===== src/hw/rtl/cht_pkg.sv =====
// ----------------------------------------------------------------------------
// cht_pkg
// Types, constants and helper functions of the chained hash table.
// ----------------------------------------------------------------------------
`default_nettype none

package cht_pkg;

	// Table geometry
	localparam int NUM_BUCKETS = 7;
	localparam int CHAIN_DEPTH = 8;

	// Field widths
	localparam int OP_W   = 2;
	localparam int KEY_W  = 32;
	localparam int ST_W   = 2;
	localparam int BKT_W  = 3;
	localparam int SLOT_W = 3;
	localparam int FILL_W = 4;
	localparam int ADDR_W = $clog2(NUM_BUCKETS * CHAIN_DEPTH);

	// Remainder is built one key byte per cycle, MSB first
	localparam int DIGIT_W    = 8;
	localparam int HASH_STEPS = KEY_W / DIGIT_W;
	localparam int STEP_W     = $clog2(HASH_STEPS);

	// Opcodes
	localparam logic [OP_W-1:0] OP_INSERT = 2'd0;
	localparam logic [OP_W-1:0] OP_SEARCH = 2'd1;
	localparam logic [OP_W-1:0] OP_DELETE = 2'd2;

	// Result status codes
	localparam logic [ST_W-1:0] ST_OK        = 2'd0;
	localparam logic [ST_W-1:0] ST_NOT_FOUND = 2'd1;
	localparam logic [ST_W-1:0] ST_FULL      = 2'd2;

	typedef struct packed {
		logic [OP_W-1:0]  opcode;
		logic [KEY_W-1:0] key;
	} cht_req_t;

	typedef struct packed {
		logic [ST_W-1:0]   status;
		logic [BKT_W-1:0]  bucket;
		logic [SLOT_W-1:0] position;
		logic [FILL_W-1:0] fill;
	} cht_rsp_t;

	// Controller -> datapath commands
	typedef struct packed {
		logic            load;
		logic            hash_step;
		logic            idx_clr;
		logic            idx_inc;
		logic            rd;
		logic            sh_rd;
		logic            sh_wr;
		logic            ins_wr;
		logic            cnt_dec;
		logic            take_idx;
		logic            st_we;
		logic [ST_W-1:0] st;
	} cht_cmd_t;

	// Datapath -> controller status
	typedef struct packed {
		logic [OP_W-1:0] op;
		logic            hash_last;
		logic            full;
		logic            idx_end;
		logic            sh_end;
		logic            match;
	} cht_sts_t;

	// Fold one key byte into a running remainder mod NUM_BUCKETS, bit by bit
	function automatic logic [BKT_W-1:0] cht_mod_step(input logic [BKT_W-1:0] r,
			input logic [DIGIT_W-1:0] d);
		logic [BKT_W:0]   t;
		logic [BKT_W-1:0] rr;
		rr = r;
		for (int i = DIGIT_W - 1; i >= 0; i--) begin
			t = {rr, d[i]};
			if (t >= (BKT_W + 1)'(NUM_BUCKETS)) begin
				t = t - (BKT_W + 1)'(NUM_BUCKETS);
			end
			rr = t[BKT_W-1:0];
		end
		return rr;
	endfunction

	// Flat entry address of (bucket, slot)
	function automatic logic [ADDR_W-1:0] cht_addr(input logic [BKT_W-1:0] b,
			input logic [SLOT_W-1:0] s);
		return ADDR_W'(b) * ADDR_W'(CHAIN_DEPTH) + ADDR_W'(s);
	endfunction

endpackage

`default_nettype wire


===== src/hw/rtl/cht_dp.sv =====
// ----------------------------------------------------------------------------
// cht_dp
// Datapath: key remainder unit, bucket counts, chain entry memory and the
// result registers. Acts only on commands from the controller.
// ----------------------------------------------------------------------------
`default_nettype none

module cht_dp
	import cht_pkg::*;
(
	input  wire logic     clk,
	input  wire logic     arst_n,
	input  wire cht_req_t req,
	input  wire cht_cmd_t cmd,
	output cht_sts_t      sts,
	output cht_rsp_t      rsp
);

	logic [OP_W-1:0]   op_q;
	logic [KEY_W-1:0]  key_q;
	logic [BKT_W-1:0]  bkt_q;
	logic [STEP_W-1:0] step_q;
	logic [FILL_W-1:0] idx_q;
	logic [ST_W-1:0]   status_q;
	logic [SLOT_W-1:0] pos_q;
	logic [FILL_W-1:0] cnt_q [NUM_BUCKETS];
	logic [KEY_W-1:0]  mem [NUM_BUCKETS * CHAIN_DEPTH];
	logic [KEY_W-1:0]  rdata_q;

	logic [FILL_W-1:0]  count;
	logic [FILL_W-1:0]  idx_nxt;
	logic [DIGIT_W-1:0] digit;
	logic               mem_we;
	logic [ADDR_W-1:0]  mem_waddr;
	logic [KEY_W-1:0]   mem_wdata;
	logic               mem_re;
	logic [ADDR_W-1:0]  mem_raddr;

	assign count   = cnt_q[bkt_q];
	assign idx_nxt = idx_q + FILL_W'(1);
	assign digit   = key_q[(HASH_STEPS - 1 - int'(step_q)) * DIGIT_W +: DIGIT_W];

	// Request registers and remainder unit
	always_ff @(posedge clk) begin
		if (cmd.load) begin
			op_q  <= req.opcode;
			key_q <= req.key;
			bkt_q <= '0;
		end else if (cmd.hash_step) begin
			bkt_q <= cht_mod_step(bkt_q, digit);
		end
	end

	always_ff @(posedge clk or negedge arst_n) begin
		if (!arst_n) begin
			step_q <= '0;
		end else if (cmd.load) begin
			step_q <= '0;
		end else if (cmd.hash_step) begin
			step_q <= step_q + STEP_W'(1);
		end
	end

	// Chain slot pointer
	always_ff @(posedge clk) begin
		if (cmd.idx_clr) begin
			idx_q <= '0;
		end else if (cmd.idx_inc) begin
			idx_q <= idx_nxt;
		end
	end

	// Bucket fill counts
	always_ff @(posedge clk or negedge arst_n) begin
		if (!arst_n) begin
			for (int i = 0; i < NUM_BUCKETS; i++) begin
				cnt_q[i] <= '0;
			end
		end else if (cmd.ins_wr) begin
			cnt_q[bkt_q] <= count + FILL_W'(1);
		end else if (cmd.cnt_dec) begin
			cnt_q[bkt_q] <= count - FILL_W'(1);
		end
	end

	// Result status and position
	always_ff @(posedge clk) begin
		if (cmd.st_we) begin
			status_q <= cmd.st;
		end
		if (cmd.load) begin
			pos_q <= '0;
		end else if (cmd.ins_wr) begin
			pos_q <= count[SLOT_W-1:0];
		end else if (cmd.take_idx) begin
			pos_q <= idx_q[SLOT_W-1:0];
		end
	end

	// Entry memory ports: append or shift-down on write, probe or shift on read
	always_comb begin
		mem_we    = cmd.ins_wr || cmd.sh_wr;
		mem_waddr = cmd.ins_wr ? cht_addr(bkt_q, count[SLOT_W-1:0])
		                       : cht_addr(bkt_q, idx_q[SLOT_W-1:0]);
		mem_wdata = cmd.ins_wr ? key_q : rdata_q;
		mem_re    = cmd.rd || cmd.sh_rd;
		mem_raddr = cmd.sh_rd ? cht_addr(bkt_q, idx_nxt[SLOT_W-1:0])
		                      : cht_addr(bkt_q, idx_q[SLOT_W-1:0]);
	end

	always_ff @(posedge clk) begin
		if (mem_we) begin
			mem[mem_waddr] <= mem_wdata;
		end
		if (mem_re) begin
			rdata_q <= mem[mem_raddr];
		end
	end

	// Status back to the controller
	always_comb begin
		sts.op        = op_q;
		sts.hash_last = (step_q == STEP_W'(HASH_STEPS - 1));
		sts.full      = (count >= FILL_W'(CHAIN_DEPTH));
		sts.idx_end   = (idx_q >= count);
		sts.sh_end    = (idx_nxt >= count);
		sts.match     = (rdata_q == key_q);
	end

	assign rsp.status   = status_q;
	assign rsp.bucket   = bkt_q;
	assign rsp.position = pos_q;
	assign rsp.fill     = count;

endmodule

`default_nettype wire


===== src/hw/rtl/cht_ctrl.sv =====
// ----------------------------------------------------------------------------
// cht_ctrl
// Controller: sequences hashing, chain probing, insert and delete shifting,
// and raises the one-cycle done strobe.
// ----------------------------------------------------------------------------
`default_nettype none

module cht_ctrl
	import cht_pkg::*;
(
	input  wire logic     clk,
	input  wire logic     arst_n,
	input  wire logic     start,
	input  wire cht_sts_t sts,
	output cht_cmd_t      cmd,
	output logic          busy,
	output logic          done
);

	typedef enum logic [7:0] {
		S_IDLE  = 8'b0000_0001,
		S_HASH  = 8'b0000_0010,
		S_OPSEL = 8'b0000_0100,
		S_RD    = 8'b0000_1000,
		S_CMP   = 8'b0001_0000,
		S_SHR   = 8'b0010_0000,
		S_SHW   = 8'b0100_0000,
		S_DONE  = 8'b1000_0000
	} state_t;

	state_t state_q, state_d;

	always_ff @(posedge clk or negedge arst_n) begin
		if (!arst_n) begin
			state_q <= S_IDLE;
		end else begin
			state_q <= state_d;
		end
	end

	assign busy = (state_q != S_IDLE);
	assign done = (state_q == S_DONE);

	// Next state and datapath commands
	always_comb begin
		state_d = state_q;
		cmd     = '0;
		unique case (state_q)
			S_IDLE: begin
				if (start) begin
					cmd.load = 1'b1;
					state_d  = S_HASH;
				end
			end
			S_HASH: begin
				cmd.hash_step = 1'b1;
				if (sts.hash_last) begin
					state_d = S_OPSEL;
				end
			end
			S_OPSEL: begin
				priority if (sts.op == OP_INSERT) begin
					cmd.st_we = 1'b1;
					if (sts.full) begin
						cmd.st = ST_FULL;
					end else begin
						cmd.st     = ST_OK;
						cmd.ins_wr = 1'b1;
					end
					state_d = S_DONE;
				end else if (sts.op == OP_SEARCH || sts.op == OP_DELETE) begin
					cmd.idx_clr = 1'b1;
					state_d     = S_RD;
				end else begin
					cmd.st_we = 1'b1;
					cmd.st    = ST_NOT_FOUND;
					state_d   = S_DONE;
				end
			end
			S_RD: begin
				if (sts.idx_end) begin
					cmd.st_we = 1'b1;
					cmd.st    = ST_NOT_FOUND;
					state_d   = S_DONE;
				end else begin
					cmd.rd  = 1'b1;
					state_d = S_CMP;
				end
			end
			S_CMP: begin
				if (sts.match) begin
					cmd.st_we    = 1'b1;
					cmd.st       = ST_OK;
					cmd.take_idx = 1'b1;
					state_d      = (sts.op == OP_DELETE) ? S_SHR : S_DONE;
				end else begin
					cmd.idx_inc = 1'b1;
					state_d     = S_RD;
				end
			end
			S_SHR: begin
				if (sts.sh_end) begin
					cmd.cnt_dec = 1'b1;
					state_d     = S_DONE;
				end else begin
					cmd.sh_rd = 1'b1;
					state_d   = S_SHW;
				end
			end
			S_SHW: begin
				cmd.sh_wr   = 1'b1;
				cmd.idx_inc = 1'b1;
				state_d     = S_SHR;
			end
			S_DONE: begin
				state_d = S_IDLE;
			end
			default: begin
				state_d = S_IDLE;
			end
		endcase
	end

endmodule

`default_nettype wire


===== src/hw/rtl/chained_hash_table.sv =====
// ----------------------------------------------------------------------------
// chained_hash_table
// Hash table with separate chaining: insert, search and delete of 32-bit keys
// in NUM_BUCKETS buckets of up to CHAIN_DEPTH entries each.
// ----------------------------------------------------------------------------
// A request is taken when start is high and busy is low; exactly one result
// follows, shown on rsp for the single cycle in which done is high, and the
// receiver cannot stall it, so it must capture rsp whenever done is seen.
// The bucket (key mod NUM_BUCKETS) is built one key byte per cycle. Insert
// then appends the key at the end of its chain, or reports full; search and
// delete probe the chain slot by slot through the entry memory, a read then
// a compare per slot, and delete shifts each later entry down, a read then
// a write per entry. A new request can be taken in the cycle after done.
// The fill counts are cleared by reset; no clearing pass is run.
// ----------------------------------------------------------------------------
`default_nettype none

module chained_hash_table
	import cht_pkg::*;
(
	input  wire logic     clk,
	input  wire logic     arst_n,
	input  wire logic     start,
	input  wire cht_req_t req,
	output logic          busy,
	output logic          done,
	output cht_rsp_t      rsp
);

	cht_cmd_t cmd;
	cht_sts_t sts;

	cht_ctrl u_ctrl (
		.clk    (clk),
		.arst_n (arst_n),
		.start  (start),
		.sts    (sts),
		.cmd    (cmd),
		.busy   (busy),
		.done   (done)
	);

	cht_dp u_dp (
		.clk    (clk),
		.arst_n (arst_n),
		.req    (req),
		.cmd    (cmd),
		.sts    (sts),
		.rsp    (rsp)
	);

endmodule

`default_nettype wire


===== config.mk =====
export PLATFORM = sky130hd
export DESIGN_NAME = chained_hash_table
export DESIGN_NICKNAME = d
export VERILOG_FILES = /design/src/hw/rtl/cht_pkg.sv /design/src/hw/rtl/cht_dp.sv /design/src/hw/rtl/cht_ctrl.sv /design/src/hw/rtl/chained_hash_table.sv
export SDC_FILE = /design/constraint.sdc
export NUM_CORES = 2
export LEC_CHECK = 0
export BUFFER_PORTS_ARGS = -buffer_cell sky130_fd_sc_hd__buf_2
export CORE_ASPECT_RATIO = 0.8
export CORE_MARGIN = 5
export CORE_UTILIZATION = 55
export CTS_CLUSTER_SIZE = 25
export DETAILED_ROUTE_END_ITERATION = 12
export PLACE_DENSITY = 0.73
export SYNTH_ARGS = -nofsm -noshare
export SYNTH_HDL_FRONTEND = slang
export SYNTH_HIERARCHICAL = 1
export SYNTH_SLANG_ARGS = --single-unit

===== constraint.sdc =====
create_clock -name clk -period 9.85 [get_ports clk]
set_input_delay 2.955 -clock clk [delete_from_list [all_inputs] [get_ports clk]]
set_output_delay 2.955 -clock clk [all_outputs]
set_load 0.01 [all_outputs]

==> metrics.md <==
| Metric | Value |
|---|---|
| Clock Pin Slew Worst Setup and Hold Paths | `roughly 0.06 ns` |
| Total detailed-routing wirelength | `180000 um` |
| Path type of the worst min-delay path | `reg2reg` |
| Count of nets after finishing | `roughly 3700` |
| Number of top-level pins | `51` |
| # clock sinks | `between 1500 and 2000` |
| Gate count after technology mapping | `~3500` |
| Detailed Route Iter0 Violations | `just under 5000` |
| Maximum level of the CTS H-tree | `4` |
| Net count after synthesis | `3574` |
| Pre-CTS setup slack | `-0.300 ns` |
| Startpoint Class | `flip-flop` |
| Setup CP Type | `reg2reg` |
| Final instance count without filler cells | `roughly 5600` |
| Number of port buffers | `50` |
| Headroom to the max-slew limit | `16.0%` |
| Total number of vias | `between 30000 and 40000` |
| Hpwl dp | `about 100000 um` |
| GR Util All Layers | `between 20% and 30%` |
| WP data arrival | `10.15 ns` |
| Critical-path top delay cell | `sky130_fd_sc_hd__mux4_2` |
| Maximum buffer depth of the clock tree | `3` |
| Worst ir drop on vdd | `about 0.32 mV` |
| Met1 Use GR | `about 37%` |
| Final hold viol count | `0` |
| Fraction of registers with async set or reset after synthesis | `under 10%` |
| Drt via density | `between 6 and 7` |
| Initial core utilization | `55.6%` |
| First-pass GRT wire length | `~260000 um` |
| Count of flip-flops with a built-in enable after synthesis | `approximately 1900` |
| Placer congestion estimate | `0.883` |
| Routed Antenna Nets | `0` |
| Critical Path Sink Type | `flip-flop` |
| Cell row count | `120` |
| Number of pins exceeding their max-slew limit in the final report | `0` |
| Number of buffers created by CTS | `169` |
| CTS tree | `built` |
| Worst Slack Setup Final | `between 0.3 and 0.4 ns` |
| Power per Cell Area | `about 220 nW/um^2` |
| Met3 layer usage reported by global route | `under 10%` |
| Die height | `approximately 340 um` |
| Vias in the first global route | `36500` |
| Crit-path max FO | `8` |
| Total setup violations reported at the end of the flow | `0` |
| Register area | `between 50000 and 60000 um^2` |
| Area occupied by multi-input gates | `~17000 um^2` |
| GRT busiest layer | `met2` |
| Number of antenna violations at the first check in global routing | `1` |
| CTS Root Cell | `sky130_fd_sc_hd__clkbuf_16` |
| Fill cell instance count of the final layout | `a little under 9000` |
| Area of the mapped netlist | `between 70000 and 80000 um^2` |
| Yosys Warn Count | `6` |
| Core outline area | `134000 um^2` |
| Area delta synth->final | `11.4%` |
| Maximum capacitance violations | `0` |
| Post-detailed-route wirelength per cell | `about 32 um` |
| Delay of the slowest cell on the worst path | `~0.52 ns` |
| Required time reported for the critical path endpoint | `roughly 11 ns` |
| Total congestion overflow | `0` |
| Achievable clock frequency | `between 0.1 and 0.15 GHz` |
| Share of the yosys chip area belonging to registers | `about three quarters` |
| DR DRC count | `0` |
| Total die area | `between 100000 and 150000 um^2` |
| First-pass iteration count of the detailed router | `6` |
| Cell variety after synth | `between 80 and 90` |
| Number of synthesized register bits | `roughly 1900` |
| Clock tree skew after final layout | `about 0.028 ns` |
| Placed insts | `5269` |
| Met2 usage | `between 30% and 40%` |
| Result of the run | `finished clean` |
| Minimum clock period | `~9.5 ns` |
| Horizontal extent of the die | `approximately 420 um` |
| Period utilization | `96.1%` |
| Clock latency reported for the late side of the worst-skew pair | `slightly below 0.8 ns` |
| Average footprint of a synthesized cell | `roughly 21 um^2` |
| Dominant synthesized flop cell | `sky130_fd_sc_hd__edfxtp_1` |
| Leakage power figure | `about 26 nW` |
| Pin count of the biggest net entering global routing | `84` |
| Transition time at the pin with the least slew margin | `1.26 ns` |
| Fraction of layout cells with a size suffix above 1 | `26.4%` |
==> path summary, 6_finish.rpt <==
| path | from | endpoint | slack, ns | cells after the start |
|---|---|---|---|---|
| worst max-delay path | u_dp/key_q[7] | u_dp/bkt_q[1] | 0.38 | 42 |
| worst min-delay path | u_dp/pos_q[1] | u_dp/pos_q[1] | 0.47 | 2 |
| worst max register to register | u_dp/key_q[7] | u_dp/bkt_q[1] | 0.38 | 42 |
| worst min register to register | u_dp/pos_q[1] | u_dp/pos_q[1] | 0.47 | 2 |
| max in group asynchronous | arst_n | u_dp/cnt_q[27] | 6.99 | 1 |
| min in group asynchronous | arst_n | u_ctrl/state_q[1] | 2.29 | 1 |
==> cells by family (layout without fill, tap and decap cells) <==
family	Yosys count	in the layout	synth area share, %
buf+inv	202	494	1.06
compound gates	225	225	1.83
other cells	0	1	0
flops	1908	1908	76.3
simple gates	487	487	3.02
xor+xnor	48	48	0.563
fa+ha+maj	23	23	0.385
mux	621	621	16.8
==> layer usage <==
metal / vias to the layer above / share of wire, %
met2: 2344 / 47
met4: 0 / 3.9
met1: 19600 / 38
met5: - / 0
met3: 343 / 11
li1: 14900 / -
==> final cells by class <==
type / instances / area share, %
sequential: 1908 / 68.5
multi-input combinational: 1404 / 21.0
clock buffer: 210 / 5.48
tap: 1769 / 2.66
timing repair buffer: 162 / 1.51
clock inverter: 92 / 0.704
inverter: 30 / 0.135
antenna: 1 / 0.00301
==> registers in the layout, indices dropped and copies added, names as in the netlist, named ones only <==
signal,flops
u_dp/mem,1792
u_dp/key_q,32
u_dp/rdata_q,32
u_dp/cnt_q,21
u_ctrl/state_q,8
u_dp/idx_q,4
u_dp/bkt_q,3
u_dp/pos_q,3
u_dp/op_q,2
u_dp/status_q,2
u_dp/step_q,2
==> cell usage in the layout, fill, tap and decap left out, drive strengths merged, types with 5 or more instances in the layout <==
master	n
edfxtp	1860
nand2b	6
nor2	97
clkinv	84
a21oi	73
dfrtp	37
or4	9
dfxtp	10
and3	10
and2	5
nand3	19
o22ai	38
nor3	13
mux4	500
nor4	27
xor2	39
inv	30
nand4	7
buf	162
nand2	249
o21ai	52
bufinv	5
xnor2	9
nor2b	16
mux2	37
a31oi	11
mux2i	84
clkbuf	210
a221o	6
ha	23
or2	7
==> per-stage QoR <==
stage | setup TNS (ns) | area [um^2] | total power, mW | util (%) | hold WS [ns]
2_1_floorplan | 0 | 74700 | 10.8 | - | 0.444
6_report | 0 | 83200 | 18.0 | 61.9 | 0.467
4_1_cts | 0 | 83100 | 17.8 | 61.8 | 0.464
3_3_place_gp | -0.0264 | 77900 | 11.5 | 58.0 | 0.443
3_5_place_dp | -0.630 | 77900 | 11.5 | 58.0 | 0.453
5_1_grt | -0.0257 | 83200 | 18.6 | 61.9 | 0.485
==> Yosys cell counts, types with 25 or more instances <==
cell type	count	share of area, %
sky130_fd_sc_hd__edfxtp_1	1860	75
sky130_fd_sc_hd__mux4_2	495	15
sky130_fd_sc_hd__nand2_1	249	1.3
sky130_fd_sc_hd__clkbuf_1	115	0.58
sky130_fd_sc_hd__nor2_1	97	0.49
sky130_fd_sc_hd__mux2i_1	84	1.1
sky130_fd_sc_hd__a21oi_1	73	0.49
sky130_fd_sc_hd__buf_1	48	0.24
sky130_fd_sc_hd__o21ai_0	45	0.30
sky130_fd_sc_hd__xor2_1	39	0.46
sky130_fd_sc_hd__o22ai_1	38	0.32
sky130_fd_sc_hd__dfrtp_1	37	1.2
sky130_fd_sc_hd__mux2_2	35	0.53
sky130_fd_sc_hd__inv_1	27	0.14
sky130_fd_sc_hd__nor4_1	25	0.21
==> critical path: cells and delay by family (launching register included) <==
| kind | cells | cell delay [ns] |
|---|---|---|
| compound gates | 11 | 2.34 |
| mux | 2 | 0.86 |
| flops | 1 | 0.42 |
| buf+inv | 2 | 0.18 |
| xor+xnor | 2 | 0.34 |
| simple gates | 17 | 3.40 |
| fa+ha+maj | 8 | 1.83 |
==> power breakdown <==
group	total, mW	switching, mW	internal [mW]
Clock	6.24	2.83	3.40
Combinational	2.83	1.67	1.17
Sequential	8.90	0.0490	8.86
==> what timing repair did <==
action,CTS,global route
gates resized for setup,5,10
buffers inserted,0,4
gates cloned,0,0
pin swaps,0,2
setup endpoints to repair,3,3
hold buffers,0,0
No activity file was read; power rests on OpenSTA's default activity.
